$ cat config.mk
export PLATFORM = sky130hd
export DESIGN_NAME = balance_drive_shaper_flat
export DESIGN_NICKNAME = d
export VERILOG_FILES = /design/src/rtl/bds_pkg.sv /design/src/rtl/bds_stream_if.sv /design/src/rtl/bds_cfg_regs.sv /design/src/rtl/bds_front.sv /design/src/rtl/bds_mul.sv /design/src/rtl/bds_boost.sv /design/src/rtl/bds_damp.sv /design/src/rtl/balance_drive_shaper.sv /design/src/flat_wrapper.sv
export SDC_FILE = /design/constraint.sdc
export NUM_CORES = 2
export LEC_CHECK = 0
export BUFFER_PORTS_ARGS = -buffer_cell sky130_fd_sc_hd__buf_2
export CELL_PAD_IN_SITES_DETAIL_PLACEMENT = 0
export CELL_PAD_IN_SITES_GLOBAL_PLACEMENT = 1
export CORE_MARGIN = 2
export CORE_UTILIZATION = 40
export CTS_CLUSTER_DIAMETER = 60
export DETAILED_ROUTE_END_ITERATION = 10
export GPL_TIMING_DRIVEN = 0
export HOLD_SLACK_MARGIN = 0.1
export PLACE_DENSITY_LB_ADDON = 0.15
export RECOVER_POWER = 50
export SLEW_MARGIN = 20
export SYNTH_ARGS = -nofsm -noshare
export SYNTH_HDL_FRONTEND = slang
export SYNTH_HIERARCHICAL = 1
export SYNTH_SLANG_ARGS = --single-unit
$ cat constraint.sdc
create_clock -name clk -period 14.6 [get_ports clk]
set_input_delay 2.19 -clock clk [delete_from_list [all_inputs] [get_ports clk]]
set_output_delay 2.19 -clock clk [all_outputs]
set_load 0.01 [all_outputs]
$ cat src/rtl/bds_pkg.sv
// bds_pkg: types, register indexes and reset values for balance_drive_shaper.
// Used by the register bank, the stages and the top level; no dependencies.

package bds_pkg;

	// Configuration register indexes, in port order
	typedef enum logic [2:0] {
		REG_MIN_BOOST_ANGLE   = 3'd0,
		REG_MIN_COMMAND       = 3'd1,
		REG_LEAN_BOOST_ANGLE  = 3'd2,
		REG_LEAN_BOOST_GAIN   = 3'd3,
		REG_DAMPING_MAX_ANGLE = 3'd4,
		REG_DAMPING_GAIN      = 3'd5,
		REG_MAX_COMMAND       = 3'd6
	} reg_idx_t;

	localparam logic [14:0] RST_MIN_BOOST_ANGLE   = 15'd256;
	localparam logic [14:0] RST_MIN_COMMAND       = 15'd0;
	localparam logic [14:0] RST_LEAN_BOOST_ANGLE  = 15'd2560;
	localparam logic [15:0] RST_LEAN_BOOST_GAIN   = 16'd0;
	localparam logic [14:0] RST_DAMPING_MAX_ANGLE = 15'd1280;
	localparam logic [15:0] RST_DAMPING_GAIN      = 16'd0;
	localparam logic [14:0] RST_MAX_COMMAND       = 15'd255;

	typedef struct packed {
		logic [14:0]        min_boost_angle;
		logic [14:0]        min_command;
		logic [14:0]        lean_boost_angle;
		logic [15:0]        lean_boost_gain;
		logic [14:0]        damping_max_angle;
		logic signed [15:0] damping_gain;
		logic [14:0]        max_command;
	} cfg_t;

	// After floor stage
	typedef struct packed {
		logic signed [15:0] cmd;
		logic               err_neg;
		logic               boost_en;
		logic               damp_en;
		logic [15:0]        excess;
		logic signed [15:0] speed;
	} front_t;

	// After the two products
	typedef struct packed {
		logic signed [15:0] cmd;
		logic               err_neg;
		logic               boost_en;
		logic               damp_en;
		logic [31:0]        extra;
		logic signed [31:0] prod;
	} mul_t;

	// After lean boost
	typedef struct packed {
		logic signed [15:0] cmd;
		logic               damp_en;
		logic signed [31:0] prod;
	} boost_t;

endpackage

$ cat src/rtl/bds_stream_if.sv
// bds_stream_if: valid/ready channel interfaces for balance_drive_shaper.
// Input channel carries one sample, output channel one shaped command.

interface bds_in_if;
	logic               valid;
	logic               ready;
	logic signed [15:0] raw_command;
	logic signed [15:0] angle_error;
	logic signed [15:0] wheel_speed;

	modport source (output valid, output raw_command, output angle_error,
		output wheel_speed, input ready);
	modport sink (input valid, input raw_command, input angle_error,
		input wheel_speed, output ready);
endinterface

interface bds_out_if;
	logic               valid;
	logic               ready;
	logic signed [15:0] motor_command;

	modport source (output valid, output motor_command, input ready);
	modport sink (input valid, input motor_command, output ready);
endinterface

$ cat src/rtl/bds_cfg_regs.sv
// bds_cfg_regs: configuration register bank of balance_drive_shaper.
// Depends on bds_pkg.

module bds_cfg_regs (
	input  logic          clk,
	input  logic          arst_n,
	input  logic          wr_en,
	input  logic [2:0]    wr_index,
	input  logic [15:0]   wr_data,
	output bds_pkg::cfg_t cfg
);
	import bds_pkg::*;

	cfg_t cfg_q;

	always_ff @(posedge clk or negedge arst_n) begin
		if (!arst_n) begin
			cfg_q.min_boost_angle   <= RST_MIN_BOOST_ANGLE;
			cfg_q.min_command       <= RST_MIN_COMMAND;
			cfg_q.lean_boost_angle  <= RST_LEAN_BOOST_ANGLE;
			cfg_q.lean_boost_gain   <= RST_LEAN_BOOST_GAIN;
			cfg_q.damping_max_angle <= RST_DAMPING_MAX_ANGLE;
			cfg_q.damping_gain      <= $signed(RST_DAMPING_GAIN);
			cfg_q.max_command       <= RST_MAX_COMMAND;
		end else if (wr_en) begin
			case (reg_idx_t'(wr_index))
				REG_MIN_BOOST_ANGLE:   cfg_q.min_boost_angle   <= wr_data[14:0];
				REG_MIN_COMMAND:       cfg_q.min_command       <= wr_data[14:0];
				REG_LEAN_BOOST_ANGLE:  cfg_q.lean_boost_angle  <= wr_data[14:0];
				REG_LEAN_BOOST_GAIN:   cfg_q.lean_boost_gain   <= wr_data;
				REG_DAMPING_MAX_ANGLE: cfg_q.damping_max_angle <= wr_data[14:0];
				REG_DAMPING_GAIN:      cfg_q.damping_gain      <= $signed(wr_data);
				REG_MAX_COMMAND:       cfg_q.max_command       <= wr_data[14:0];
				default: ;
			endcase
		end
	end

	assign cfg = cfg_q;
endmodule

$ cat src/rtl/bds_front.sv
// bds_front: input register stage; absolute error, window decisions and
// the minimum command floor. Depends on bds_pkg.

module bds_front (
	input  logic               clk,
	input  logic               arst_n,
	input  bds_pkg::cfg_t      cfg,
	input  logic               in_valid,
	output logic               in_ready,
	input  logic signed [15:0] raw_command,
	input  logic signed [15:0] angle_error,
	input  logic signed [15:0] wheel_speed,
	output logic               out_valid,
	input  logic               out_ready,
	output bds_pkg::front_t    out_data
);
	import bds_pkg::*;

	logic               valid_s1;
	front_t             data_s1;
	front_t             nxt;
	logic               err_neg;
	logic signed [16:0] err17;
	logic [16:0]        aerr;
	logic signed [15:0] minc;
	logic               floor_en;

	always_comb begin
		err_neg  = angle_error[15];
		err17    = 17'(angle_error);
		// full-scale negative error gives 32768, no wrap in 17 bits
		aerr     = err_neg ? 17'(-err17) : 17'(err17);
		minc     = $signed({1'b0, cfg.min_command});
		floor_en = (aerr >= {2'b00, cfg.min_boost_angle}) && (cfg.min_command != '0);

		nxt.cmd = raw_command;
		if (floor_en) begin
			if (raw_command > 16'sd0 && raw_command < minc)
				nxt.cmd = minc;
			else if (raw_command < 16'sd0 && raw_command > -minc)
				nxt.cmd = -minc;
		end
		nxt.err_neg  = err_neg;
		nxt.boost_en = aerr > {2'b00, cfg.lean_boost_angle};
		nxt.excess   = 16'(aerr - {2'b00, cfg.lean_boost_angle});
		nxt.damp_en  = aerr <= {2'b00, cfg.damping_max_angle};
		nxt.speed    = wheel_speed;
	end

	assign in_ready = !valid_s1 || out_ready;

	always_ff @(posedge clk or negedge arst_n) begin
		if (!arst_n) begin
			valid_s1 <= 1'b0;
		end else if (in_ready) begin
			valid_s1 <= in_valid;
		end
	end

	always_ff @(posedge clk) begin
		if (in_ready && in_valid) begin
			data_s1 <= nxt;
		end
	end

	assign out_valid = valid_s1;
	assign out_data  = data_s1;
endmodule

$ cat src/rtl/bds_mul.sv
// bds_mul: product stage; boost excess times gain and speed times damping gain.
// Depends on bds_pkg.

module bds_mul (
	input  logic            clk,
	input  logic            arst_n,
	input  bds_pkg::cfg_t   cfg,
	input  logic            in_valid,
	output logic            in_ready,
	input  bds_pkg::front_t in_data,
	output logic            out_valid,
	input  logic            out_ready,
	output bds_pkg::mul_t   out_data
);
	import bds_pkg::*;

	logic valid_s2;
	mul_t data_s2;
	mul_t nxt;

	always_comb begin
		nxt.cmd      = in_data.cmd;
		nxt.err_neg  = in_data.err_neg;
		nxt.boost_en = in_data.boost_en;
		nxt.damp_en  = in_data.damp_en;
		nxt.extra    = 32'(in_data.excess) * 32'(cfg.lean_boost_gain);
		nxt.prod     = 32'(in_data.speed) * 32'(cfg.damping_gain);
	end

	assign in_ready = !valid_s2 || out_ready;

	always_ff @(posedge clk or negedge arst_n) begin
		if (!arst_n) begin
			valid_s2 <= 1'b0;
		end else if (in_ready) begin
			valid_s2 <= in_valid;
		end
	end

	always_ff @(posedge clk) begin
		if (in_ready && in_valid) begin
			data_s2 <= nxt;
		end
	end

	assign out_valid = valid_s2;
	assign out_data  = data_s2;
endmodule

$ cat src/rtl/bds_boost.sv
// bds_boost: lean boost stage; adds or subtracts the Q16.16 boost, saturates
// and truncates toward zero. Depends on bds_pkg.

module bds_boost (
	input  logic             clk,
	input  logic             arst_n,
	input  bds_pkg::cfg_t    cfg,
	input  logic             in_valid,
	output logic             in_ready,
	input  bds_pkg::mul_t    in_data,
	output logic             out_valid,
	input  logic             out_ready,
	output bds_pkg::boost_t  out_data
);
	import bds_pkg::*;

	logic               valid_s3;
	boost_t             data_s3;
	boost_t             nxt;
	logic signed [33:0] addend;
	logic signed [33:0] sum;
	logic signed [33:0] lim;
	logic signed [15:0] maxc;

	always_comb begin
		addend = $signed({2'b00, in_data.extra});
		sum    = in_data.err_neg ? (34'(in_data.cmd) <<< 16) + addend
			: (34'(in_data.cmd) <<< 16) - addend;
		lim    = $signed({3'b000, cfg.max_command, 16'h0000});
		maxc   = $signed({1'b0, cfg.max_command});

		nxt.cmd = in_data.cmd;
		if (in_data.boost_en) begin
			if (sum > lim)
				nxt.cmd = maxc;
			else if (sum < -lim)
				nxt.cmd = -maxc;
			else
				// arithmetic shift floors; round negatives with a fraction up
				nxt.cmd = sum[31:16] + 16'((sum[33] && sum[15:0] != '0) ? 1 : 0);
		end
		nxt.damp_en = in_data.damp_en;
		nxt.prod    = in_data.prod;
	end

	assign in_ready = !valid_s3 || out_ready;

	always_ff @(posedge clk or negedge arst_n) begin
		if (!arst_n) begin
			valid_s3 <= 1'b0;
		end else if (in_ready) begin
			valid_s3 <= in_valid;
		end
	end

	always_ff @(posedge clk) begin
		if (in_ready && in_valid) begin
			data_s3 <= nxt;
		end
	end

	assign out_valid = valid_s3;
	assign out_data  = data_s3;
endmodule

$ cat src/rtl/bds_damp.sv
// bds_damp: wheel damping stage and result register; subtracts the Q20.12
// damping product, saturates and truncates toward zero. Depends on bds_pkg.

module bds_damp (
	input  logic               clk,
	input  logic               arst_n,
	input  bds_pkg::cfg_t      cfg,
	input  logic               in_valid,
	output logic               in_ready,
	input  bds_pkg::boost_t    in_data,
	output logic               out_valid,
	input  logic               out_ready,
	output logic signed [15:0] motor_command
);
	import bds_pkg::*;

	logic               valid_q;
	logic signed [15:0] cmd_q;
	logic signed [15:0] nxt;
	logic signed [33:0] sum;
	logic signed [33:0] lim;
	logic signed [15:0] maxc;

	always_comb begin
		sum  = (34'(in_data.cmd) <<< 12) - 34'(in_data.prod);
		lim  = $signed({7'd0, cfg.max_command, 12'h000});
		maxc = $signed({1'b0, cfg.max_command});

		nxt = in_data.cmd;
		if (in_data.damp_en) begin
			if (sum > lim)
				nxt = maxc;
			else if (sum < -lim)
				nxt = -maxc;
			else
				nxt = sum[27:12] + 16'((sum[33] && sum[11:0] != '0) ? 1 : 0);
		end
	end

	assign in_ready = !valid_q || out_ready;

	always_ff @(posedge clk or negedge arst_n) begin
		if (!arst_n) begin
			valid_q <= 1'b0;
		end else if (in_ready) begin
			valid_q <= in_valid;
		end
	end

	always_ff @(posedge clk) begin
		if (in_ready && in_valid) begin
			cmd_q <= nxt;
		end
	end

	assign out_valid     = valid_q;
	assign motor_command = cmd_q;
endmodule

$ cat src/rtl/balance_drive_shaper.sv
// balance_drive_shaper: top level; floor, lean boost and wheel damping of a
// balance motor command. Depends on bds_pkg, bds_stream_if and the bds_ stages.
//
//  port     | kind          | request carries
//  ---------+---------------+------------------------------------------
//  in_ch    | valid/ready   | raw_command, angle_error, wheel_speed
//  out_ch   | valid/ready   | motor_command
//  wr_*     | write strobe  | register index 0..6, data in wr_data
//
// One request per cycle sustained while out_ch is not stalled; a request
// passes the four register stages (floor, products, boost, damping) before
// out_ch.valid. Each stage holds its request while the one after it is full
// and stalled, so bubbles are absorbed and input keeps flowing.
// arst_n empties every stage and loads register reset values.

module balance_drive_shaper (
	input  logic        clk,
	input  logic        arst_n,
	bds_in_if.sink      in_ch,
	bds_out_if.source   out_ch,
	input  logic        wr_en,
	input  logic [2:0]  wr_index,
	input  logic [15:0] wr_data
);
	import bds_pkg::*;

	cfg_t   cfg;
	front_t front_data;
	mul_t   mul_data;
	boost_t boost_data;
	logic   front_valid, front_ready;
	logic   mul_valid, mul_ready;
	logic   boost_valid, boost_ready;

	bds_cfg_regs u_cfg (
		.clk      (clk),
		.arst_n   (arst_n),
		.wr_en    (wr_en),
		.wr_index (wr_index),
		.wr_data  (wr_data),
		.cfg      (cfg)
	);

	bds_front u_front (
		.clk         (clk),
		.arst_n      (arst_n),
		.cfg         (cfg),
		.in_valid    (in_ch.valid),
		.in_ready    (in_ch.ready),
		.raw_command (in_ch.raw_command),
		.angle_error (in_ch.angle_error),
		.wheel_speed (in_ch.wheel_speed),
		.out_valid   (front_valid),
		.out_ready   (front_ready),
		.out_data    (front_data)
	);

	bds_mul u_mul (
		.clk       (clk),
		.arst_n    (arst_n),
		.cfg       (cfg),
		.in_valid  (front_valid),
		.in_ready  (front_ready),
		.in_data   (front_data),
		.out_valid (mul_valid),
		.out_ready (mul_ready),
		.out_data  (mul_data)
	);

	bds_boost u_boost (
		.clk       (clk),
		.arst_n    (arst_n),
		.cfg       (cfg),
		.in_valid  (mul_valid),
		.in_ready  (mul_ready),
		.in_data   (mul_data),
		.out_valid (boost_valid),
		.out_ready (boost_ready),
		.out_data  (boost_data)
	);

	bds_damp u_damp (
		.clk           (clk),
		.arst_n        (arst_n),
		.cfg           (cfg),
		.in_valid      (boost_valid),
		.in_ready      (boost_ready),
		.in_data       (boost_data),
		.out_valid     (out_ch.valid),
		.out_ready     (out_ch.ready),
		.motor_command (out_ch.motor_command)
	);
endmodule

$ cat src/flat_wrapper.sv
// flat-port wrapper written by rule: the top's interface ports become plain ports
module balance_drive_shaper_flat import bds_pkg::*;
  (clk, arst_n, wr_en, wr_index, wr_data, in_ch_valid, in_ch_raw_command, in_ch_angle_error, in_ch_wheel_speed, in_ch_ready, out_ch_valid, out_ch_motor_command, out_ch_ready);
  bds_in_if in_ch_i ();
  bds_out_if out_ch_i ();
  input  logic clk;
  input  logic arst_n;
  input  logic wr_en;
  input  logic [2:0] wr_index;
  input  logic [15:0] wr_data;
  input wire logic [$bits(in_ch_i.valid)-1:0] in_ch_valid;
  input wire logic [$bits(in_ch_i.raw_command)-1:0] in_ch_raw_command;
  input wire logic [$bits(in_ch_i.angle_error)-1:0] in_ch_angle_error;
  input wire logic [$bits(in_ch_i.wheel_speed)-1:0] in_ch_wheel_speed;
  output wire logic [$bits(in_ch_i.ready)-1:0] in_ch_ready;
  output wire logic [$bits(out_ch_i.valid)-1:0] out_ch_valid;
  output wire logic [$bits(out_ch_i.motor_command)-1:0] out_ch_motor_command;
  input wire logic [$bits(out_ch_i.ready)-1:0] out_ch_ready;
  assign in_ch_i.valid = in_ch_valid;
  assign in_ch_i.raw_command = in_ch_raw_command;
  assign in_ch_i.angle_error = in_ch_angle_error;
  assign in_ch_i.wheel_speed = in_ch_wheel_speed;
  assign in_ch_ready = in_ch_i.ready;
  assign out_ch_valid = out_ch_i.valid;
  assign out_ch_motor_command = out_ch_i.motor_command;
  assign out_ch_i.ready = out_ch_ready;
  balance_drive_shaper u_core (.clk(clk), .arst_n(arst_n), .in_ch(in_ch_i), .out_ch(out_ch_i), .wr_en(wr_en), .wr_index(wr_index), .wr_data(wr_data));
endmodule
==> results_tabular.tex <==
\begin{tabular}{lr}
\hline
Metric & Value \\
\hline
\multicolumn{2}{l}{\textbf{Final layout}} \\
Final std cell area, no fill & 43050 µm² \\
Count of nets after finishing & 5106 \\
Proportion of layout cells with a drive suffix above 1 & 9.080\% \\
Signed area change from the synthesized netlist to the final layout & 9.287\% \\
Most used cells in the layout excluding fill and tap cells & 751 x sky130\_fd\_sc\_hd\_\_inv\_1, 458 x sky130\_fd\_sc\_hd\_\_fa\_1, 385 x sky130\_fd\_sc\_hd\_\_ha\_1 \\
Most frequent standard cell in the layout excluding fill and tap cells & sky130\_fd\_sc\_hd\_\_inv\_1 \\
\multicolumn{2}{l}{\textbf{Routing}} \\
Post-detailed-route wirelength per cell & 20.90 µm \\
Post-detailed-routing wire length & 115.4 mm \\
Routed vias/inst & 5.293 \\
Total via count after detailed routing & 29220 \\
Starting DRC count in detailed routing & 1892 \\
Remaining routing DRC violations & 0 \\
Remaining antenna violation count & 0 \\
Pre-Repair DR Iteration Count & 5 \\
\multicolumn{2}{l}{\textbf{Floorplan}} \\
Initial standard-cell utilization of the core & 40.20\% \\
Die boundary width & 317.8 µm \\
Row cnt & 115 \\
Number of ports placed on the die boundary & 90 \\
Floorplan die area & 101000 µm² \\
Placeable core region & 97990 µm² \\
DIE HEIGHT & 317.8 µm \\
\multicolumn{2}{l}{\textbf{GRT}} \\
Remaining global-route overflow & 0 \\
Number of antenna violations at the first check in global routing & 17 \\
Wire length of the first global-routing pass & 181.4 mm \\
GRT Resource Usage Total & 23.27\% \\
Vias in the first global route & 30090 \\
Maximum number of pins on one net before global-route repair & 70 \\
\multicolumn{2}{l}{\textbf{Synth}} \\
Fraction of the yosys area taken by sequential cells & 22.26\% \\
Syn Std Cell Area & 39390 µm² \\
Post-synth EDFFs & 199 \\
Mapped Nets & 4969 \\
Number of register bits inferred by synthesis & 310 \\
Most used flip-flop cell after synthesis & sky130\_fd\_sc\_hd\_\_edfxtp\_1 \\
Post-Syn Instances & 4054 \\
Proportion of netlist area held by the largest area contributor & 23.28\% \\
Number of different library cells in the post-synthesis netlist & 120 \\
Average cell area after synthesis & 9.717 µm² \\
Count of synthesis-stage warnings from yosys & 6 \\
Proportion of register bits with asynchronous set or reset after synthesis & 35.81\% \\
Cell accounting for the most synthesized area & sky130\_fd\_sc\_hd\_\_fa\_1 \\
Largest cells by area after synthesis & sky130\_fd\_sc\_hd\_\_fa\_1 23\%, sky130\_fd\_sc\_hd\_\_edfxtp\_1 15\%, sky130\_fd\_sc\_hd\_\_ha\_1 12\%, sky130\_fd\_sc\_hd\_\_inv\_1 7.2\%, sky130\_fd\_sc\_hd\_\_dfrtp\_1 6.2\% \\
\multicolumn{2}{l}{\textbf{Clock tree}} \\
Clock edge transition at the registers on the reported setup and hold paths & 0.06 ns \\
CTS hold repair buffers & 0 \\
Root Buffer Master & sky130\_fd\_sc\_hd\_\_clkbuf\_16 \\
Depth of the CTS H-tree & 2 \\
Bufs on Longest Clock Path & 3 \\
\# resized after CTS & 0 \\
Number of buffers created by CTS & 47 \\
Clock tree from TritonCTS & done \\
Number of post-CTS setup repair buffers & 0 \\
Total clock sinks & 310 \\
Source-to-sink clock delay at the later pin of the worst-skew pair & 0.61 ns \\
\multicolumn{2}{l}{\textbf{Worst setup path}} \\
Worst R2R Setup Slack & 7.18 ns \\
Logic depth of the worst path, buffers included & 19 \\
Critical R2R Capture & u\_core/u\_mul/out\_data[31] \\
Data required time at the worst endpoint & 14.98 ns \\
Category of the critical setup timing path & reg2reg \\
Critical path, cell by cell & clkbuf\_1, nand2\_1, fa\_1, inv\_1, fa\_1, fa\_1, fa\_1, fa\_1, inv\_1, fa\_1, inv\_1, ha\_1, and4\_1, and3\_1, a22o\_4, o211ai\_2, a21oi\_2, nor4\_1, a311o\_1 \\
Crit-path most repeated cell & sky130\_fd\_sc\_hd\_\_fa\_1 \\
Critical Path Start Type & flop \\
Critical Path Source & u\_core/u\_cfg/cfg[19] \\
Slowest-stage cell, CP & sky130\_fd\_sc\_hd\_\_fa\_1 \\
CP bufs+invs & 4 \\
Capturing element of the worst setup path & u\_core/u\_mul/out\_data[31] \\
Gate family responsible for the most delay along the worst path & adder cells \\
Data arrival at the endpoint of the critical path & 7.80 ns \\
CP peak stage delay & 0.94 ns \\
Crit path capture type & flop \\
Maximum fanout encountered on the critical timing path & 10 \\
Worst r2r path cells & 19 \\
Critical register-to-register path startpoint & u\_core/u\_cfg/cfg[19] \\
\multicolumn{2}{l}{\textbf{Timing}} \\
Crit path time final & 7.417 ns \\
Total negative slack & 0 ns \\
Tightest Pin Transition & 4.073 ns \\
RSZ-0062 raised after global routing & false \\
Worst hold margin & 0.4108 ns \\
Final critical-path share of the clock period & 50.80\% \\
Maximum frequency from static timing analysis & 0.1348 GHz \\
Worst clock skew on the final layout & 0.02137 ns \\
Final setup margin & 7.183 ns \\
Hold Violations, Final & 0 \\
Max transition margin & -171.6\% \\
Number of slew-limit violations in the final report & 165 \\
Number of setup violations in the final report & 0 \\
\multicolumn{2}{l}{\textbf{Placed design}} \\
Pre-CTS setup slack & 7.162 ns \\
Estimated wirelength of the detail-placed design & 93.88 mm \\
Area post-placement & 41530 µm² \\
Final Wtd Congestion & 0.8977 \\
IO buf count & 85 \\
\multicolumn{2}{l}{\textbf{Job}} \\
Max-capacitance violation count & 4 \\
\multicolumn{2}{l}{\textbf{Status}} \\
Violations in the final reports & capacitance limit, slew limit \\
Outcome & finished with violations \\
\multicolumn{2}{l}{\textbf{Worst hold path}} \\
Kind of path behind the tightest hold check & reg2reg \\
Start point of the worst hold path & u\_core/u\_mul/out\_data[24] \\
\hline
\end{tabular}
==> cells in the mapped netlist, drive strengths merged, types with 12 or more instances <==
cell     instances
inv            751
fa             458
ha             385
nand2          356
and2           267
edfxtp         199
a21oi          143
nor2           140
xnor2          137
mux2           113
dfrtp           98
o21ai           93
clkbuf          90
a21o            61
nand3           58
nor3            58
buf             40
nand2b          35
nand4           35
xor2            34
a211oi          33
mux2i           26
o31ai           26
nor2b           25
a31oi           24
nor4            24
o21a            19
o21bai          19
or3             17
a221o           16
and3            16
o211ai          15
or2             15
a2111oi         13
dfstp           13
and4            12
o22ai           12
o41ai           12
or4             12
==> through the flow <==
stage | cells | utilization, %
final | 5521 | 43.93
after global routing | 5516 | 43.92
after CTS | 5516 | 44.06
after floorplan | 4054 | -
after global placement | 5426 | 42.28
after detailed placement | 5429 | 42.38
==> area by class of cell <==
class                      instances  area (µm²)
timing repair buffer              88       481.7
tap                             1287        1610
clock inverter                    26       301.5
inverter                         751        2819
buffer                           131       590.6
clock buffer                      61        1344
fill                            9700       54940
multi-input combinational       2862       27120
sequential                       310        8770
antenna                            5       12.51
==> state kept, by name, summed over array words and instances (netlist names) <==
signal	flops
u_core/u_mul/out_data	83
u_core/u_front/out_data	51
u_core/u_front/out_valid	1
u_core/u_mul/out_valid	1
u_core/u_damp/motor_command	16
u_core/u_boost/out_valid	1
u_core/u_damp/out_valid	1
u_core/u_boost/out_data	49
u_core/u_cfg/cfg	107
==> metal layers <==
layer  GRT usage [%]  part of all wire [%]
met5               0                 0.043
met3           3.108                   5.3
met1           33.88                    48
met2           36.64                    44
met4           5.556                   2.3
==> cell families after synthesis <==
group,Yosys count,share of synthesized area (%)
adder cells (fa/ha/maj),845,35.56
XOR/XNOR,172,3.859
AND/OR/NAND/NOR,1100,14.48
AO/OA/AOI/OAI,606,11.07
buffers and inverters,882,8.782
multiplexers,139,3.986
flip-flops,310,22.26
==> worst min path at each step <==
stage          cells past startpoint  slack, ns                          end
6_report                           0       0.41  u_core/u_boost/out_data[24]
5_1_grt                            0       0.42  u_core/u_boost/out_data[20]
4_1_cts                            0       0.41  u_core/u_boost/out_data[24]
3_5_place_dp                       0       0.40  u_core/u_boost/out_data[11]
3_3_place_gp                       0       0.40  u_core/u_boost/out_data[14]
2_1_floorplan                      0       0.40   u_core/u_boost/out_data[0]
Power is left out: the tool's default activity adds up to more than one toggle a clock period on the data nets, which glitch-free logic cannot reach.
